[config.mk]
export PLATFORM = sky130hd
export DESIGN_NAME = fixed_point_pid_axis_flat
export DESIGN_NICKNAME = d
export VERILOG_FILES = /design/src/rtl/fpid_pkg.sv /design/src/rtl/fpid_in_if.sv /design/src/rtl/fpid_out_if.sv /design/src/rtl/fpid_cfg_if.sv /design/src/rtl/fpid_mul.sv /design/src/rtl/fpid_div.sv /design/src/rtl/fixed_point_pid_axis.sv /design/src/flat_wrapper.sv
export SDC_FILE = /design/constraint.sdc
export NUM_CORES = 1
export LEC_CHECK = 0
export ABC_AREA = 1
export BUFFER_PORTS_ARGS = -buffer_cell sky130_fd_sc_hd__buf_4
export CORE_ASPECT_RATIO = 1.1
export CORE_UTILIZATION = 40
export CTS_BUF_LIST = sky130_fd_sc_hd__clkbuf_4 sky130_fd_sc_hd__clkbuf_8
export DETAILED_ROUTE_END_ITERATION = 7
export PLACE_DENSITY_LB_ADDON = 0.15
export SYNTH_ARGS = -nofsm -noshare
export SYNTH_HDL_FRONTEND = slang
export SYNTH_SLANG_ARGS = --single-unit
[constraint.sdc]
create_clock -name clk -period 7.3 [get_ports clk]
set_input_delay 0.73 -clock clk [delete_from_list [all_inputs] [get_ports clk]]
set_output_delay 0.73 -clock clk [all_outputs]
set_load 0.02 [all_outputs]
[src/rtl/fpid_pkg.sv]
`default_nettype none
// ----------------------------------------------------------------------------
// fpid_pkg
// Shared widths, register indexes and unit control types of the PID axis.
// ----------------------------------------------------------------------------
package fpid_pkg;

  localparam int WORD_W = 16;
  localparam int FRAC_W = 7;
  localparam int STEP_W = WORD_W - 1;
  // Products and the divider dividend keep only what the truncated 16-bit
  // result needs: a word plus the fraction bits that are dropped.
  localparam int PROD_W = WORD_W + FRAC_W;
  localparam int CNT_W  = $clog2(PROD_W);
  localparam int IDX_W  = 2;

  localparam logic [STEP_W-1:0] STEP_RESET = STEP_W'(1 << FRAC_W);

  typedef logic [WORD_W-1:0] word_t;
  typedef logic [STEP_W-1:0] step_t;
  typedef logic [PROD_W-1:0] prod_t;

  typedef enum logic [IDX_W-1:0] {
    REG_PROP  = 2'd0,
    REG_INTEG = 2'd1,
    REG_DERIV = 2'd2,
    REG_STEP  = 2'd3
  } reg_idx_t;

  typedef struct packed {
    logic  start;
    prod_t mcand;
    prod_t mplier;
  } mul_ctrl_t;

  typedef struct packed {
    logic  start;
    logic  neg;
    prod_t mag;
    step_t divisor;
  } div_ctrl_t;

  typedef struct packed {
    logic busy;
    logic done;
  } unit_stat_t;

endpackage
`default_nettype wire

[src/rtl/fpid_in_if.sv]
`default_nettype none
// ----------------------------------------------------------------------------
// fpid_in_if
// Request channel carrying one setpoint and one measured value.
// ----------------------------------------------------------------------------
interface fpid_in_if;
  import fpid_pkg::*;

  logic  valid;
  logic  ready;
  word_t setpoint;
  word_t measured;

  modport source (output valid, output setpoint, output measured, input ready);
  modport sink   (input valid, input setpoint, input measured, output ready);
endinterface
`default_nettype wire

[src/rtl/fpid_out_if.sv]
`default_nettype none
// ----------------------------------------------------------------------------
// fpid_out_if
// Result channel carrying the drive value of one axis.
// ----------------------------------------------------------------------------
interface fpid_out_if;
  import fpid_pkg::*;

  logic  valid;
  logic  ready;
  word_t drive;

  modport source (output valid, output drive, input ready);
  modport sink   (input valid, input drive, output ready);
endinterface
`default_nettype wire

[src/rtl/fpid_cfg_if.sv]
`default_nettype none
// ----------------------------------------------------------------------------
// fpid_cfg_if
// Register write channel: index and write data.
// ----------------------------------------------------------------------------
interface fpid_cfg_if;
  import fpid_pkg::*;

  logic     valid;
  logic     ready;
  reg_idx_t index;
  word_t    data;

  modport source (output valid, output index, output data, input ready);
  modport sink   (input valid, input index, input data, output ready);
endinterface
`default_nettype wire

[src/rtl/fpid_mul.sv]
`default_nettype none
// ----------------------------------------------------------------------------
// fpid_mul
// Shift-add multiplier, one multiplier bit per cycle, modulo 2^PROD_W.
// ----------------------------------------------------------------------------
module fpid_mul (
  input  logic                 clk,
  input  logic                 rst,
  input  fpid_pkg::mul_ctrl_t  ctrl,
  output fpid_pkg::unit_stat_t stat,
  output fpid_pkg::word_t      term
);
  import fpid_pkg::*;

  prod_t            mcand;
  prod_t            mplier;
  prod_t            acc;
  logic [CNT_W-1:0] cnt;
  logic             busy;
  logic             done;

  // Two's complement operands give the right low product bits when taken
  // as unsigned, so no sign handling is needed.
  always_ff @(posedge clk) begin
    if (rst) begin
      busy <= 1'b0;
      done <= 1'b0;
      cnt  <= '0;
    end else begin
      done <= 1'b0;
      if (ctrl.start) begin
        busy <= 1'b1;
        cnt  <= '0;
      end else if (busy) begin
        cnt <= cnt + CNT_W'(1);
        if (cnt == CNT_W'(PROD_W - 1)) begin
          busy <= 1'b0;
          done <= 1'b1;
        end
      end
    end
  end

  always_ff @(posedge clk) begin
    if (ctrl.start) begin
      mcand  <= ctrl.mcand;
      mplier <= ctrl.mplier;
      acc    <= '0;
    end else if (busy) begin
      if (mplier[0]) begin
        acc <= acc + mcand;
      end
      mcand  <= {mcand[PROD_W-2:0], 1'b0};
      mplier <= {1'b0, mplier[PROD_W-1:1]};
    end
  end

  assign stat.busy = busy;
  assign stat.done = done;
  assign term      = acc[PROD_W-1:FRAC_W];

endmodule
`default_nettype wire

[src/rtl/fpid_div.sv]
`default_nettype none
// ----------------------------------------------------------------------------
// fpid_div
// Restoring divider, one quotient bit per cycle, with sign restored at the end.
// ----------------------------------------------------------------------------
module fpid_div (
  input  logic                 clk,
  input  logic                 rst,
  input  fpid_pkg::div_ctrl_t  ctrl,
  output fpid_pkg::unit_stat_t stat,
  output fpid_pkg::prod_t      quot
);
  import fpid_pkg::*;

  prod_t             q;
  step_t             rem;
  step_t             dvs;
  logic              neg;
  logic [CNT_W-1:0]  cnt;
  logic              busy;
  logic              done;
  logic [STEP_W:0]   trial;
  logic              fits;

  assign trial = {rem, q[PROD_W-1]};
  assign fits  = trial >= {1'b0, dvs};

  always_ff @(posedge clk) begin
    if (rst) begin
      busy <= 1'b0;
      done <= 1'b0;
      cnt  <= '0;
    end else begin
      done <= 1'b0;
      if (ctrl.start) begin
        busy <= 1'b1;
        cnt  <= '0;
      end else if (busy) begin
        cnt <= cnt + CNT_W'(1);
        if (cnt == CNT_W'(PROD_W - 1)) begin
          busy <= 1'b0;
          done <= 1'b1;
        end
      end
    end
  end

  // The remainder stays below the divisor, so it always fits STEP_W bits.
  always_ff @(posedge clk) begin
    if (ctrl.start) begin
      q   <= ctrl.mag;
      rem <= '0;
      dvs <= ctrl.divisor;
      neg <= ctrl.neg;
    end else if (busy) begin
      if (fits) begin
        rem <= STEP_W'(trial - {1'b0, dvs});
      end else begin
        rem <= trial[STEP_W-1:0];
      end
      q <= {q[PROD_W-2:0], fits};
    end
  end

  assign stat.busy = busy;
  assign stat.done = done;
  assign quot      = neg ? (~q + PROD_W'(1)) : q;

endmodule
`default_nettype wire

[src/rtl/fixed_point_pid_axis.sv]
`default_nettype none
// ----------------------------------------------------------------------------
// fixed_point_pid_axis
// One PID axis: serial multiplier for P, I and D terms, serial divider for dt.
// ----------------------------------------------------------------------------
// A request is accepted only when idle, after the last one has finished.
// Each request makes three passes of the shared bit-serial multiplier;
// the divider runs alongside the first one.
// A finished result waits in the output register while the next request runs.
// Reset (synchronous, active high) clears gains, integral and last error and
// sets the time step to 1.0; the block is ready right after reset.
// ----------------------------------------------------------------------------
module fixed_point_pid_axis (
  input  logic       clk,
  input  logic       rst,
  fpid_cfg_if.sink   cfg,
  fpid_in_if.sink    sample,
  fpid_out_if.source result
);
  import fpid_pkg::*;

  typedef enum logic [5:0] {
    S_IDLE = 6'b000001,
    S_LOAD = 6'b000010,
    S_PMUL = 6'b000100,
    S_IMUL = 6'b001000,
    S_DMUL = 6'b010000,
    S_SUM  = 6'b100000
  } state_t;

  state_t state;
  state_t state_next;

  word_t prop_gain;
  word_t integ_gain;
  word_t deriv_gain;
  step_t time_step;
  word_t integ_accum;
  word_t last_error;
  word_t err;
  word_t p_term;
  word_t d_term;

  mul_ctrl_t  mul_ctrl;
  unit_stat_t mul_stat;
  word_t      mul_term;
  div_ctrl_t  div_ctrl;
  unit_stat_t div_stat;
  prod_t      div_quot;

  logic [WORD_W:0]   diff;
  logic [WORD_W:0]   diff_abs;
  logic              accept;
  logic              out_free;

  assign cfg.ready    = 1'b1;
  assign sample.ready = (state == S_IDLE);
  assign accept       = sample.valid && sample.ready;
  assign out_free     = !result.valid || result.ready;

  always_ff @(posedge clk) begin
    if (rst) begin
      prop_gain  <= '0;
      integ_gain <= '0;
      deriv_gain <= '0;
      time_step  <= STEP_RESET;
    end else if (cfg.valid) begin
      case (cfg.index)
        REG_PROP:  prop_gain  <= cfg.data;
        REG_INTEG: integ_gain <= cfg.data;
        REG_DERIV: deriv_gain <= cfg.data;
        REG_STEP:  time_step  <= cfg.data[STEP_W-1:0];
        default:   ;
      endcase
    end
  end

  // Error difference is one bit wider than a word and is never wrapped.
  assign diff     = {err[WORD_W-1], err} - {last_error[WORD_W-1], last_error};
  assign diff_abs = diff[WORD_W] ? (~diff + (WORD_W+1)'(1)) : diff;

  always_comb begin
    div_ctrl.start   = (state == S_LOAD);
    div_ctrl.neg     = diff[WORD_W];
    div_ctrl.mag     = {diff_abs[WORD_W-1:0], FRAC_W'(0)};
    div_ctrl.divisor = (time_step == '0) ? STEP_W'(1) : time_step;
  end

  always_comb begin
    mul_ctrl.start  = 1'b0;
    mul_ctrl.mcand  = {{FRAC_W{prop_gain[WORD_W-1]}}, prop_gain};
    mul_ctrl.mplier = {{FRAC_W{err[WORD_W-1]}}, err};
    case (state)
      S_LOAD: begin
        mul_ctrl.start = 1'b1;
      end
      S_PMUL: begin
        mul_ctrl.start = mul_stat.done;
        mul_ctrl.mcand = {{FRAC_W{integ_gain[WORD_W-1]}}, integ_gain};
      end
      S_IMUL: begin
        mul_ctrl.start  = mul_stat.done;
        mul_ctrl.mcand  = {{FRAC_W{deriv_gain[WORD_W-1]}}, deriv_gain};
        mul_ctrl.mplier = div_quot;
      end
      default: ;
    endcase
  end

  always_comb begin
    state_next = state;
    case (state)
      S_IDLE:  if (accept) state_next = S_LOAD;
      S_LOAD:  state_next = S_PMUL;
      S_PMUL:  if (mul_stat.done) state_next = S_IMUL;
      S_IMUL:  if (mul_stat.done) state_next = S_DMUL;
      S_DMUL:  if (mul_stat.done) state_next = S_SUM;
      S_SUM:   if (out_free) state_next = S_IDLE;
      default: state_next = S_IDLE;
    endcase
  end

  always_ff @(posedge clk) begin
    if (rst) begin
      state        <= S_IDLE;
      integ_accum  <= '0;
      last_error   <= '0;
      result.valid <= 1'b0;
    end else begin
      state <= state_next;
      if (state == S_LOAD) begin
        last_error <= err;
      end
      if (state == S_IMUL && mul_stat.done) begin
        integ_accum <= integ_accum + mul_term;
      end
      if (state == S_SUM && out_free) begin
        result.valid <= 1'b1;
      end else if (result.ready) begin
        result.valid <= 1'b0;
      end
    end
  end

  always_ff @(posedge clk) begin
    if (accept) begin
      err <= sample.setpoint - sample.measured;
    end
    if (state == S_PMUL && mul_stat.done) begin
      p_term <= mul_term;
    end
    if (state == S_DMUL && mul_stat.done) begin
      d_term <= mul_term;
    end
    if (state == S_SUM && out_free) begin
      result.drive <= p_term + integ_accum + d_term;
    end
  end

  fpid_mul u_mul (
    .clk  (clk),
    .rst  (rst),
    .ctrl (mul_ctrl),
    .stat (mul_stat),
    .term (mul_term)
  );

  fpid_div u_div (
    .clk  (clk),
    .rst  (rst),
    .ctrl (div_ctrl),
    .stat (div_stat),
    .quot (div_quot)
  );

  // The quotient must be settled before the derivative product starts.
  a_quot_ready: assert property (@(posedge clk) disable iff (rst)
    (state == S_IMUL && mul_stat.done) |-> !div_stat.busy)
    else $error("derivative multiply started before the divider finished");

  a_mul_free: assert property (@(posedge clk) disable iff (rst)
    mul_ctrl.start |-> !mul_stat.busy)
    else $error("multiplier restarted while busy");

  a_done_owned: assert property (@(posedge clk) disable iff (rst)
    mul_stat.done |-> (state == S_PMUL || state == S_IMUL || state == S_DMUL))
    else $error("multiplier finished outside a multiply state");

  a_accept_load: assert property (@(posedge clk) disable iff (rst)
    accept |=> (state == S_LOAD && !mul_stat.busy && !div_stat.busy))
    else $error("request accepted while the units were still running");

endmodule
`default_nettype wire
[src/flat_wrapper.sv]
// flat-port wrapper written by rule: the top's interface ports become plain ports
module fixed_point_pid_axis_flat import fpid_pkg::*;
  (clk, rst, cfg_valid, cfg_index, cfg_data, cfg_ready, sample_valid, sample_setpoint, sample_measured, sample_ready, result_valid, result_drive, result_ready);
  fpid_cfg_if cfg_i ();
  fpid_in_if sample_i ();
  fpid_out_if result_i ();
  input  logic clk;
  input  logic rst;
  input wire logic [$bits(cfg_i.valid)-1:0] cfg_valid;
  input wire logic [$bits(cfg_i.index)-1:0] cfg_index;
  input wire logic [$bits(cfg_i.data)-1:0] cfg_data;
  output wire logic [$bits(cfg_i.ready)-1:0] cfg_ready;
  input wire logic [$bits(sample_i.valid)-1:0] sample_valid;
  input wire logic [$bits(sample_i.setpoint)-1:0] sample_setpoint;
  input wire logic [$bits(sample_i.measured)-1:0] sample_measured;
  output wire logic [$bits(sample_i.ready)-1:0] sample_ready;
  output wire logic [$bits(result_i.valid)-1:0] result_valid;
  output wire logic [$bits(result_i.drive)-1:0] result_drive;
  input wire logic [$bits(result_i.ready)-1:0] result_ready;
  assign cfg_i.valid = cfg_valid;
  assign cfg_i.index = cfg_index;
  assign cfg_i.data = cfg_data;
  assign cfg_ready = cfg_i.ready;
  assign sample_i.valid = sample_valid;
  assign sample_i.setpoint = sample_setpoint;
  assign sample_i.measured = sample_measured;
  assign sample_ready = sample_i.ready;
  assign result_valid = result_i.valid;
  assign result_drive = result_i.drive;
  assign result_i.ready = result_ready;
  fixed_point_pid_axis u_core (.clk(clk), .rst(rst), .cfg(cfg_i), .sample(sample_i), .result(result_i));
endmodule
==> impl_metrics.ini <==
[synthesis]
synth_xor_area_share_pct = 3.47
synthAdderAreaFrac_pct = 9.66
syn-num-nets = 2414
synthTopCellsByCount = 437 x nand2_1, 283 x inv_1, 236 x nor2_1, 193 x o21ai_0, 190 x a21oi_1
synthTopCellsByArea = edfxtp_1 24%, dfxtp_1 18%, nand2_1 9.3%
yosys.area_share.simple_pct = 20.6
syn_inst = 2235
synth-edff-count = 142
ys.warnings.count = 0
ys_seq_elements = 302
synth_top_area_cell = edfxtp_1
avgSynthCellArea_um2 = 7.91
synth.most_common_cell = nand2_1
synth_top_family_by_area = simple AND/OR/NAND/NOR gates
yosysSeqAreaShare_pct = 42.2
async_flop_share_pct = 0
synthMuxAreaShare_pct = 0
syn_area_um2 = 17700
synth_top_area_share_pct = 24.1
yosysUniqueCellTypes = 62
ys.flop_type = dfxtp_1
synth_compound_area_share_pct = 15.9

[floorplan]
die-area_um2 = 45100
dieHeight_um = 223
die_w_um = 202
rows = 80
num_io_pins = 74
placeableCoreArea_um2 = 43500
initial_core_util_pct = 40.6

[route]
via_per_inst = 5.08
initialDrtViolationCount = 754
ant_nets = 0
drc = 0
vias = 14800
wl_mm = 45.2
drtPass1Iterations = 5
wl_per_cell_um = 15.5

[timing]
hold_slack_ns = 0.345
max_slew_margin_pct = 22.8
fin_crit_ns = 3.14
worst_pin_slew_ns = 1.15
post-route-period-util_pct = 43.0
skew_ns = 0.0236
rsz0062_at_grt = false
finalSetupViolations = 0
final_hold_viol_count = 0
tns_ns = 0
fmax_ghz = 0.318
drv_slew = 0

[cts]
cts_buffers = 53
clkLatencyLatePin_ns = 0.64
post-cts-setup-buffers = 0
holdBufCountCts = 0
cts_buffer_depth = 3
cts.clk_slew.worst_paths_ns = 0.06
clock-sinks = 302
cts_tree = yes
cts_resized = 0
cts-root-buf = clkbuf_8
h-tree-depth = 2

[cells_and_area]
syn2layout_area_growth_pct = 12.6
nets = 2478
antenna_cells = 0
drive_above_1_share_pct = 9.77
fillCellCount = 4369
final_cells = 2918

[power_and_ir_drop]
p_leak_nw = 8.78
ir_drop_v = 0.000154
powerDensity_nw_per_um2 = 340

[worst_setup_path]
arrival_ns = 3.51
required_ns = 7.67
cp-end-kind = flop
crit_type = flop to flop
cp-start-kind = flop
worstPathMaxFanout = 3

[place]
dp_hpwl_mm = 33.3
placement.io_buffers = 72
gp_congestion = 0.922
placed_cells = 2818

[grt]
antenna_found_initial = 2
grt_max_degree = 78
grt_pass1_vias = 14600
grt_overflow_total = 0
grt_pass1_wl_mm = 73.4
grt_usage_pct = 20.3

[flow_run]
cap_violations = 0

[run_status]
run_status = finished, final reports clean

[hold_path]
min_path_type = input pin to flop
[per-stage QoR]
stage / area, µm² / utilization, % / setup WS (ns) / power, mW
after floorplan: 17700 / - / 4.49 / 4.38
after global placement: 18700 / 43.0 / 4.21 / 5.04
after detailed placement: 18700 / 43.0 / 4.16 / 5.08
after CTS: 19900 / 45.7 / 4.13 / 6.83
after global routing: 19900 / 45.7 / 3.93 / 7.30
final: 19900 / 45.7 / 4.16 / 6.77
[layout make-up]
class | instances | area, µm² | share of cell area (%)
Multi-Input combinational cell | 1562 | 8800 | 44.2
Sequential cell | 302 | 7470 | 37.5
Inverter | 295 | 1110 | 5.59
Clock buffer | 85 | 1020 | 5.12
Tap cell | 574 | 718 | 3.61
Timing Repair Buffer | 85 | 638 | 3.21
Clock inverter | 15 | 154 | 0.773
[final timing paths]
| check | start | end | slack, ns | depth (start not counted) |
|---|---|---|---|---|
| worst min register to register | u_core.time_step[14] | u_core.u_div.dvs[14] | 0.43 | 0 |
| worst max-delay path | u_core.d_term[1] | u_core.result.drive[13] | 4.16 | 11 |
| worst max register to register | u_core.d_term[1] | u_core.result.drive[13] | 4.16 | 11 |
| worst min-delay path | cfg_data[8] | u_core.integ_gain[8] | 0.35 | 3 |
[cell usage in the layout, fill, tap and decap left out, drive strengths merged, types with 2 or more instances in the layout]
cell type  synthesis  layout
nand2            450     450
inv              291     292
nor2             241     241
o21ai            211     211
a21oi            193     193
dfxtp            160     160
edfxtp           142     142
nand3            106     106
ha               103     103
buf               21      85
clkbuf            55      85
xor2              46      46
nand4             25      25
xnor2             24      24
nor3              24      24
fa                21      21
o211ai            19      19
clkinv             4      15
a41oi             13      13
a21o              11      11
o31ai              8       8
a21boi             7       7
a31oi              6       6
a22oi              6       6
o22ai              6       6
nand3b             5       5
o21a               5       5
nor4               5       5
o21bai             4       4
nor3b              3       3
a31o               3       3
bufinv             0       3
or2                3       3
and2               2       2
a211oi             2       2
o221ai             2       2
[logic make-up (layout without fill, tap and decap cells)]
family / count (synthesis) / count (layout)
xor+xnor: 70 / 70
flops: 302 / 302
fa+ha+maj: 124 / 124
simple gates: 865 / 865
other cells: 1 / 1
compound gates: 502 / 502
buf+inv: 371 / 480
[power by group]
| part | total, mW | switching (mW) | internal, mW |
|---|---|---|---|
| Sequential | 2.39 | 0.274 | 2.11 |
| Clock | 1.72 | 0.722 | 0.993 |
| Combinational | 2.67 | 1.74 | 0.921 |
| Total | 6.77 | 2.74 | 4.03 |
[layer usage]
metal  part of all wire (%)  vias to the layer above  global-route usage, %
li1                       -                     7609                      -
met3                    4.7                       91                   3.84
met4                    3.5                        4                   8.63
met2                     48                      299                   35.4
met1                     43                     6826                   24.3
met5                  0.069                        -                      0
[state kept, by name (all words and copies together) (netlist names), 5 cells and up]
| name | flops |
|---|---|
| u_core.integ_accum | 16 |
| u_core.time_step | 15 |
| u_core.d_term | 16 |
| u_core.u_div.dvs | 15 |
| u_core.u_div.rem | 15 |
| u_core.err | 16 |
| u_core.u_mul.cnt | 5 |
| u_core.p_term | 16 |
| u_core.u_mul.acc | 23 |
| u_core.u_mul.mplier | 23 |
| u_core.integ_gain | 16 |
| u_core.prop_gain | 16 |
| u_core.result.drive | 16 |
| u_core.deriv_gain | 16 |
| u_core.state | 6 |
| u_core.last_error | 16 |
| u_core.u_mul.mcand | 23 |
| u_core.u_div.cnt | 5 |
| u_core.u_div.q | 23 |
[critical path: stages, from the launching register on]
cell	delay (ns)
edfxtp_1	0.39
fa_1	0.55
ha_1	0.16
inv_1	0.06
fa_1	0.39
nand3b_1	0.17
nand2_1	0.11
a21boi_0	0.17
o21ai_0	0.31
a21boi_0	0.22
o21ai_0	0.25
xor2_1	0.09
No activity file was read; power rests on OpenSTA's default activity.
